$ cat config.mk
export PLATFORM = sky130hd
export DESIGN_NAME = class_priority_queue_core
export DESIGN_NICKNAME = d
export VERILOG_FILES = /design/src/hw/rtl/cpq_pkg.sv /design/src/hw/rtl/cpq_cell.sv /design/src/hw/rtl/class_priority_queue_core.sv
export SDC_FILE = /design/constraint.sdc
export NUM_CORES = 2
export LEC_CHECK = 0
export BUFFER_PORTS_ARGS = -buffer_cell sky130_fd_sc_hd__clkbuf_2
export CELL_PAD_IN_SITES_DETAIL_PLACEMENT = 0
export CELL_PAD_IN_SITES_GLOBAL_PLACEMENT = 2
export CORE_ASPECT_RATIO = 0.5
export CORE_MARGIN = 2
export CORE_UTILIZATION = 43
export DETAILED_ROUTE_END_ITERATION = 8
export HOLD_SLACK_MARGIN = 0.05
export PLACE_DENSITY = 0.76
export RECOVER_POWER = 25
export SETUP_SLACK_MARGIN = 0.4
export SLEW_MARGIN = 15
export SYNTH_ARGS = -nofsm -noshare
export SYNTH_HDL_FRONTEND = slang
export SYNTH_SLANG_ARGS = --single-unit
$ cat constraint.sdc
create_clock -name clk -period 12.4 [get_ports clk]
set_clock_uncertainty 0.2 [all_clocks]
set_input_delay 0.62 -clock clk [delete_from_list [all_inputs] [get_ports clk]]
set_output_delay 0.62 -clock clk [all_outputs]
set_load 0.02 [all_outputs]
$ cat src/hw/rtl/cpq_pkg.sv
// Types and constants shared by the class priority queue modules.
package cpq_pkg;
	localparam int CAPACITY = 16;
	localparam int CNT_W = $clog2(CAPACITY + 1);
	localparam int AGE_W = 7;
	localparam int TAG_W = 64;
	localparam int CLS_W = 3;
	localparam int OCC_W = 5;
	localparam int STATUS_W = 3;
	localparam int IN_TDATA_W = 72;
	localparam int OUT_TDATA_W = 72;
	localparam int CFG_IDX_W = 2;

	localparam logic [AGE_W-1:0] MIN_AGE_RST = 7'd18;
	localparam logic [AGE_W-1:0] MIDDLE_AGE_RST = 7'd45;
	localparam logic [AGE_W-1:0] SENIOR_AGE_RST = 7'd65;

	localparam logic MODE_ENQ = 1'b0;
	localparam logic MODE_DEQ = 1'b1;

	typedef enum logic [STATUS_W-1:0] {
		ST_ADDED = 3'd0,
		ST_UNDERAGE = 3'd1,
		ST_FULL = 3'd2,
		ST_REMOVED = 3'd3,
		ST_EMPTY = 3'd4
	} status_t;

	typedef enum logic [CFG_IDX_W-1:0] {
		REG_MIN_AGE = 2'd0,
		REG_MIDDLE_AGE = 2'd1,
		REG_SENIOR_AGE = 2'd2
	} reg_idx_t;

	typedef enum logic [1:0] {
		OP_HOLD,
		OP_INSERT,
		OP_REMOVE
	} cell_op_t;

	typedef struct packed {
		logic [CLS_W-1:0] cls;
		logic [TAG_W-1:0] tag;
	} entry_t;

	typedef struct packed {
		cell_op_t op;
		entry_t ins;
	} cell_cmd_t;
endpackage

$ cat src/hw/rtl/cpq_cell.sv
// One storage cell of the sorted queue, exchanging entries with its neighbors.
module cpq_cell (
	input  logic             clk,
	input  cpq_pkg::cell_cmd_t cmd,
	input  logic             occupied,
	input  logic             prev_keep,
	input  cpq_pkg::entry_t  prev_entry,
	input  cpq_pkg::entry_t  next_entry,
	output cpq_pkg::entry_t  entry,
	output logic             keep
);
	import cpq_pkg::*;

	entry_t entry_q;

	assign keep = occupied && (entry_q.cls >= cmd.ins.cls);
	assign entry = entry_q;

	always_ff @(posedge clk) begin
		case (cmd.op)
			OP_INSERT: begin
				if (!keep) begin
					entry_q <= prev_keep ? cmd.ins : prev_entry;
				end
			end
			OP_REMOVE: begin
				entry_q <= next_entry;
			end
			default: begin
			end
		endcase
	end
endmodule

$ cat src/hw/rtl/class_priority_queue_core.sv
// Top level of the class priority queue: a sorted chain of cells with a result register.
//
// The slave stream carries one command per transaction: tuser selects enqueue or
// dequeue, tdata carries the age, health flag and tag of a new entry. Every accepted
// transaction produces exactly one result transaction on the master stream with a
// status code in tuser and the removed tag, class (or added class) and occupancy in tdata.
// The entries sit in a chain of cells kept sorted by class, highest at the head.
// An insert makes every cell compare its own class with the new one and either keep
// its entry, take the new one, or take its left neighbor's; a removal shifts all
// cells one place toward the head. The result is registered and appears in the
// cycle after the command is accepted, and one command can be accepted every cycle
// while the master side does not stall, so the sustained rate is one transaction per
// cycle. When the master side stalls, the result is held and no new command is
// accepted until it has been taken. Reset empties the queue and loads the default
// age thresholds. The configuration channel writes the three thresholds and is always
// ready; only write it while no command is in flight: the block does not enforce it.
module class_priority_queue_core (
	input  logic                                clk,
	input  logic                                arst_n,
	input  logic                                s_axis_tvalid,
	output logic                                s_axis_tready,
	// Fields from bit 0 up: age[6:0], health_flag[7], tag[71:8].
	input  logic [cpq_pkg::IN_TDATA_W-1:0]      s_axis_tdata,
	// Fields from bit 0 up: mode[0].
	input  logic                                s_axis_tuser,
	output logic                                m_axis_tvalid,
	input  logic                                m_axis_tready,
	// Fields from bit 0 up: tag_out[63:0], class_out[66:64], occupancy[71:67].
	output logic [cpq_pkg::OUT_TDATA_W-1:0]     m_axis_tdata,
	// Fields from bit 0 up: status[2:0].
	output logic [cpq_pkg::STATUS_W-1:0]        m_axis_tuser,
	input  logic                                cfg_valid,
	output logic                                cfg_ready,
	input  logic [cpq_pkg::CFG_IDX_W-1:0]       cfg_index,
	input  logic [cpq_pkg::AGE_W-1:0]           cfg_data
);
	import cpq_pkg::*;

	logic [AGE_W-1:0] min_age_q;
	logic [AGE_W-1:0] middle_age_q;
	logic [AGE_W-1:0] senior_age_q;
	logic [CNT_W-1:0] count_q;
	logic [CNT_W-1:0] count_next;

	logic out_valid_q;
	status_t status_q;
	logic [TAG_W-1:0] tag_out_q;
	logic [CLS_W-1:0] class_out_q;
	logic [OCC_W-1:0] occupancy_q;

	logic accept;
	logic [AGE_W-1:0] in_age;
	logic in_flag;
	logic [TAG_W-1:0] in_tag;
	logic [1:0] band;
	logic [CLS_W-1:0] in_cls;
	status_t status_next;
	cell_cmd_t cmd;

	entry_t cell_entry [CAPACITY];
	logic cell_keep [CAPACITY];
	logic cell_occupied [CAPACITY];

	assign cfg_ready = 1'b1;
	assign s_axis_tready = !out_valid_q || m_axis_tready;
	assign accept = s_axis_tvalid && s_axis_tready;

	assign in_age = s_axis_tdata[AGE_W-1:0];
	assign in_flag = s_axis_tdata[AGE_W];
	assign in_tag = s_axis_tdata[AGE_W+TAG_W:AGE_W+1];

	always_comb begin
		if (in_age < middle_age_q) begin
			band = 2'd0;
		end else if (in_age < senior_age_q) begin
			band = 2'd1;
		end else begin
			band = 2'd2;
		end
		in_cls = {band, in_flag};
	end

	always_comb begin
		if (s_axis_tuser == MODE_ENQ) begin
			if (in_age < min_age_q) begin
				status_next = ST_UNDERAGE;
			end else if (count_q == CNT_W'(CAPACITY)) begin
				status_next = ST_FULL;
			end else begin
				status_next = ST_ADDED;
			end
		end else begin
			status_next = (count_q == '0) ? ST_EMPTY : ST_REMOVED;
		end
	end

	always_comb begin
		cmd.ins.cls = in_cls;
		cmd.ins.tag = in_tag;
		cmd.op = OP_HOLD;
		count_next = count_q;
		if (accept && status_next == ST_ADDED) begin
			cmd.op = OP_INSERT;
			count_next = count_q + CNT_W'(1);
		end else if (accept && status_next == ST_REMOVED) begin
			cmd.op = OP_REMOVE;
			count_next = count_q - CNT_W'(1);
		end
	end

	for (genvar gi = 0; gi < CAPACITY; gi++) begin : g_cell
		entry_t prev_entry;
		entry_t next_entry;
		logic prev_keep;

		assign cell_occupied[gi] = count_q > CNT_W'(gi);

		if (gi == 0) begin : g_head
			assign prev_keep = 1'b1;
			assign prev_entry = cmd.ins;
		end else begin : g_body
			assign prev_keep = cell_keep[gi-1];
			assign prev_entry = cell_entry[gi-1];
		end

		if (gi == CAPACITY - 1) begin : g_tail
			assign next_entry = '0;
		end else begin : g_inner
			assign next_entry = cell_entry[gi+1];
		end

		cpq_cell u_cell (
			.clk        (clk),
			.cmd        (cmd),
			.occupied   (cell_occupied[gi]),
			.prev_keep  (prev_keep),
			.prev_entry (prev_entry),
			.next_entry (next_entry),
			.entry      (cell_entry[gi]),
			.keep       (cell_keep[gi])
		);
	end

	always_ff @(posedge clk or negedge arst_n) begin
		if (!arst_n) begin
			min_age_q <= MIN_AGE_RST;
			middle_age_q <= MIDDLE_AGE_RST;
			senior_age_q <= SENIOR_AGE_RST;
		end else if (cfg_valid && cfg_ready) begin
			unique case (cfg_index)
				REG_MIN_AGE: min_age_q <= cfg_data;
				REG_MIDDLE_AGE: middle_age_q <= cfg_data;
				REG_SENIOR_AGE: senior_age_q <= cfg_data;
				default: begin
				end
			endcase
		end
	end

	always_ff @(posedge clk or negedge arst_n) begin
		if (!arst_n) begin
			count_q <= '0;
			out_valid_q <= 1'b0;
		end else begin
			count_q <= count_next;
			if (accept) begin
				out_valid_q <= 1'b1;
			end else if (m_axis_tready) begin
				out_valid_q <= 1'b0;
			end
		end
	end

	always_ff @(posedge clk) begin
		if (accept) begin
			status_q <= status_next;
			occupancy_q <= OCC_W'(count_next);
			case (status_next)
				ST_ADDED: begin
					tag_out_q <= '0;
					class_out_q <= in_cls;
				end
				ST_REMOVED: begin
					tag_out_q <= cell_entry[0].tag;
					class_out_q <= cell_entry[0].cls;
				end
				default: begin
					tag_out_q <= '0;
					class_out_q <= '0;
				end
			endcase
		end
	end

	assign m_axis_tvalid = out_valid_q;
	assign m_axis_tuser = status_q;
	assign m_axis_tdata = {occupancy_q, class_out_q, tag_out_q};
endmodule

==> impl_metrics.py <==
metrics = {
    "cts": {
        "cts_tree": "built",
        "cts_resized": 0,
        "htree_levels": 3,
        "cts_buffers": 114,
        "hold_buffers": 9,
        "clock_latency_ns": 0.73,
        "post_cts_buffers": 0,
        "path_clk_slew_ns": 0.06,
        "cts-root-buf": "clkbuf_16",
        "clock-sinks": 1174,
        "clockBufferDepth": 3,
    },
    "pwr": {
        "vdd_drop_max_uv": 169,
        "p_total_mw": 15.0,
        "power_density_nw_per_um2": 230,
        "p_leak_nw": 23.7,
    },
    "floorplan": {
        "dieHeight_um": 268,
        "start_util_pct": 43.5,
        "io_pins": 165,
        "rows": 96,
        "die_w_um": 532,
        "fp.coreArea_um2": 138000,
        "die_area_um2": 142000,
    },
    "critical_path": {
        "crit_chain": "inv_1, ha_1, or4b_1, nand4_1, clkbuf_1, o21ai_0, buf_4, buf_4",
        "cp_max_fo": 28,
        "crit_required_ns": 12.59,
        "arrival_ns": 8.36,
        "slowest_delay_ns": 2.15,
        "critPathSlowestCell": "clkbuf_1",
        "cp-end-kind": "register",
        "critPathKind": "register to register",
        "cpMostUsedCell": "buf_4",
        "cp-start-kind": "register",
    },
    "global_route": {
        "antenna_found_initial": 2,
        "grt_max_degree": 292,
        "grt_pass1_wl_um": 250000,
        "grt_pass1_vias": 40100,
        "grtUsageTotal_pct": 22.5,
        "grt_overflow": 0,
    },
    "layout": {
        "final_common_cell": "nand2_1",
        "stdcell_count": 7108,
        "fin_nets": 5310,
        "antennaDiodeCount": 0,
        "fin_util_pct": 47.4,
        "drive_above_1_share_pct": 7.22,
        "fin_area_um2": 65200,
        "area_growth_pct": 8.93,
        "mostFrequentLayoutCells": "nand2_1 (1161), edfxtp_1 (1147), o21ai_0 (1017), mux2i_1 (911), clkbuf_16 (117)",
    },
    "logic_synthesis": {
        "synth_area_um2": 59900,
        "synth_edf_count": 1147,
        "avgSynthCellArea_um2": 11.4,
        "ys_ff_latch": 1174,
        "ys_seq_area_share_pct": 58.7,
        "async_flop_share_pct": 2.30,
        "syn-num-nets": 5412,
        "synthCells": 5253,
        "yosysWarnings": 0,
        "synth_ff_type": "edfxtp_1",
        "ys_types": 59,
    },
    "sta": {
        "maxSlewViolCount": 767,
        "hold_violations": 0,
        "rsz0062_at_grt": "no",
        "fin_crit_sh_pct": 65.9,
        "whs_ns": 0.114,
        "min_period_ns": 8.17,
        "relSlewSlack_pct": -160,
        "tns_ns": 0,
        "worstMarginPinSlew_ns": 3.91,
        "setup_violations": 0,
        "fin_ws_ns": 4.23,
        "fmax_mhz": 122,
    },
    "routing": {
        "totalWireLength_um": 163000,
        "route.detailed.drc": 0,
        "ant_nets": 0,
        "drt_iter0_drc": 3886,
        "vias": 40600,
        "firstDrtPassIters": 7,
        "vias_per_cell": 5.71,
        "detail_route.wl_per_cell_um": 22.9,
    },
    "place": {
        "place_ws_ns": 6.53,
        "numPortBuffers": 163,
        "dp.cells": 6887,
        "gp_congestion": 0.794,
        "dpl_cell_area_um2": 61500,
        "dp_hpwl_um": 94700,
    },
    "run_status": {
        "status": "complete, but fails checks",
        "failed_checks": "max-capacitance violations, max-slew violations",
    },
    "run": {
        "max-cap-violations": 13,
    },
    "worst_hold_path": {
        "hold_path_class": "input pin to register",
    },
}
where the power goes:
group          leakage [nW]  switching [mW]  internal [mW]
Clock                  1.88            1.62           2.08
Sequential             11.1           0.396           5.60
Combinational          10.7            3.29           1.99
flip-flops by register name, summed over array words and instances, names as in the netlist:
register             cells
class_out_q              3
count_q                  5
g_cell.u_cell.entry   1072
m_axis_tuser             3
m_axis_tvalid            1
middle_age_q             7
min_age_q                7
occupancy_q              5
senior_age_q             7
tag_out_q               64
area by class of cell:
class,count,area [um^2]
sequential,1174,35100
clock buffer,132,2980
multi-input combinational,3571,22300
clock inverter,79,865
timing repair buffer,249,1460
fill,12700,72400
inverter,41,155
tap,1862,2330
routing by layer:
| layer | global-route usage, % | vias up | wire (um) |
|---|---|---|---|
| li1 | - | 18900 | - |
| met2 | 35.3 | 966 | 72600 |
| met1 | 33.7 | 20500 | 80400 |
| met4 | 4.24 | 0 | 2510 |
| met5 | 0 | - | 0 |
| met3 | 2.64 | 173 | 7510 |
critical path, delay by kind of cell (launching register included):
| family | cells | cell delay, ns |
|---|---|---|
| AOI/OAI and AO/OA | 1 | 2.14 |
| adders and majority gates | 1 | 0.23 |
| buffers and inverters | 4 | 3.63 |
| DFF | 1 | 0.54 |
| and+or+nand+nor | 2 | 0.99 |
cells in the mapped netlist, drive strengths merged, types with 2 or more instances:
cell	instances	share of area (%)
mux2	15	0.28
nand3b	2	0.025
and3	69	0.72
o22ai	3	0.031
nor3	11	0.092
a211oi	12	0.15
mux2i	911	15
nand4	6	0.063
nand2b	20	0.21
and2	4	0.046
dfstp	8	0.35
a31oi	9	0.12
nor2	22	0.14
a221oi	2	0.029
inv	41	0.26
xnor2	2	0.029
edfxtp	1147	58
or2	2	0.021
a21oi	76	0.64
o21a	3	0.038
nor4	2	0.021
clkbuf	259	1.6
o31ai	2	0.025
or3	2	0.021
ha	72	1.5
o21ai	1029	8.6
dfrtp	19	0.79
nand2	1162	7.3
a21o	9	0.11
buf	208	2.7
a2bb2oi	26	0.39
a211o	5	0.073
nand3	75	0.63
kinds of logic (layout without fill, tap and decap cells):
group                      Yosys count  count (layout)  synth area share [%]
AOI/OAI and AO/OA                 1187            1187                  10.4
xor gates and xnor gates             3               3                0.0439
adders and majority gates           72              72                  1.50
buffers and inverters              508             501                  4.57
DFF                               1174            1174                  58.7
muxes                              926             926                  15.5
other                                1               1               0.00626
and+or+nand+nor                   1382            1382                  9.34
path summary, 6_finish.rpt:
check                                                 start                                    to  slack [ns]  cells after the start
worst max register to register         count_q[1]$_DFF_PN0_  g_cell[8].u_cell.entry[26]$_DFFE_PP_        4.23                      8
worst min-delay path                          m_axis_tready             m_axis_tvalid$_DFFE_PN0P_        0.11                      3
max in group asynchronous                            arst_n             m_axis_tvalid$_DFFE_PN0P_       10.50                      2
worst min register to register  senior_age_q[4]$_DFFE_PN0P_           senior_age_q[4]$_DFFE_PN0P_        0.31                      1
min in group asynchronous                            arst_n              min_age_q[2]$_DFFE_PN0P_        0.60                      2
worst max-delay path                   count_q[1]$_DFF_PN0_  g_cell[8].u_cell.entry[26]$_DFFE_PP_        4.23                      8
Power figures use the tool's default switching activity.
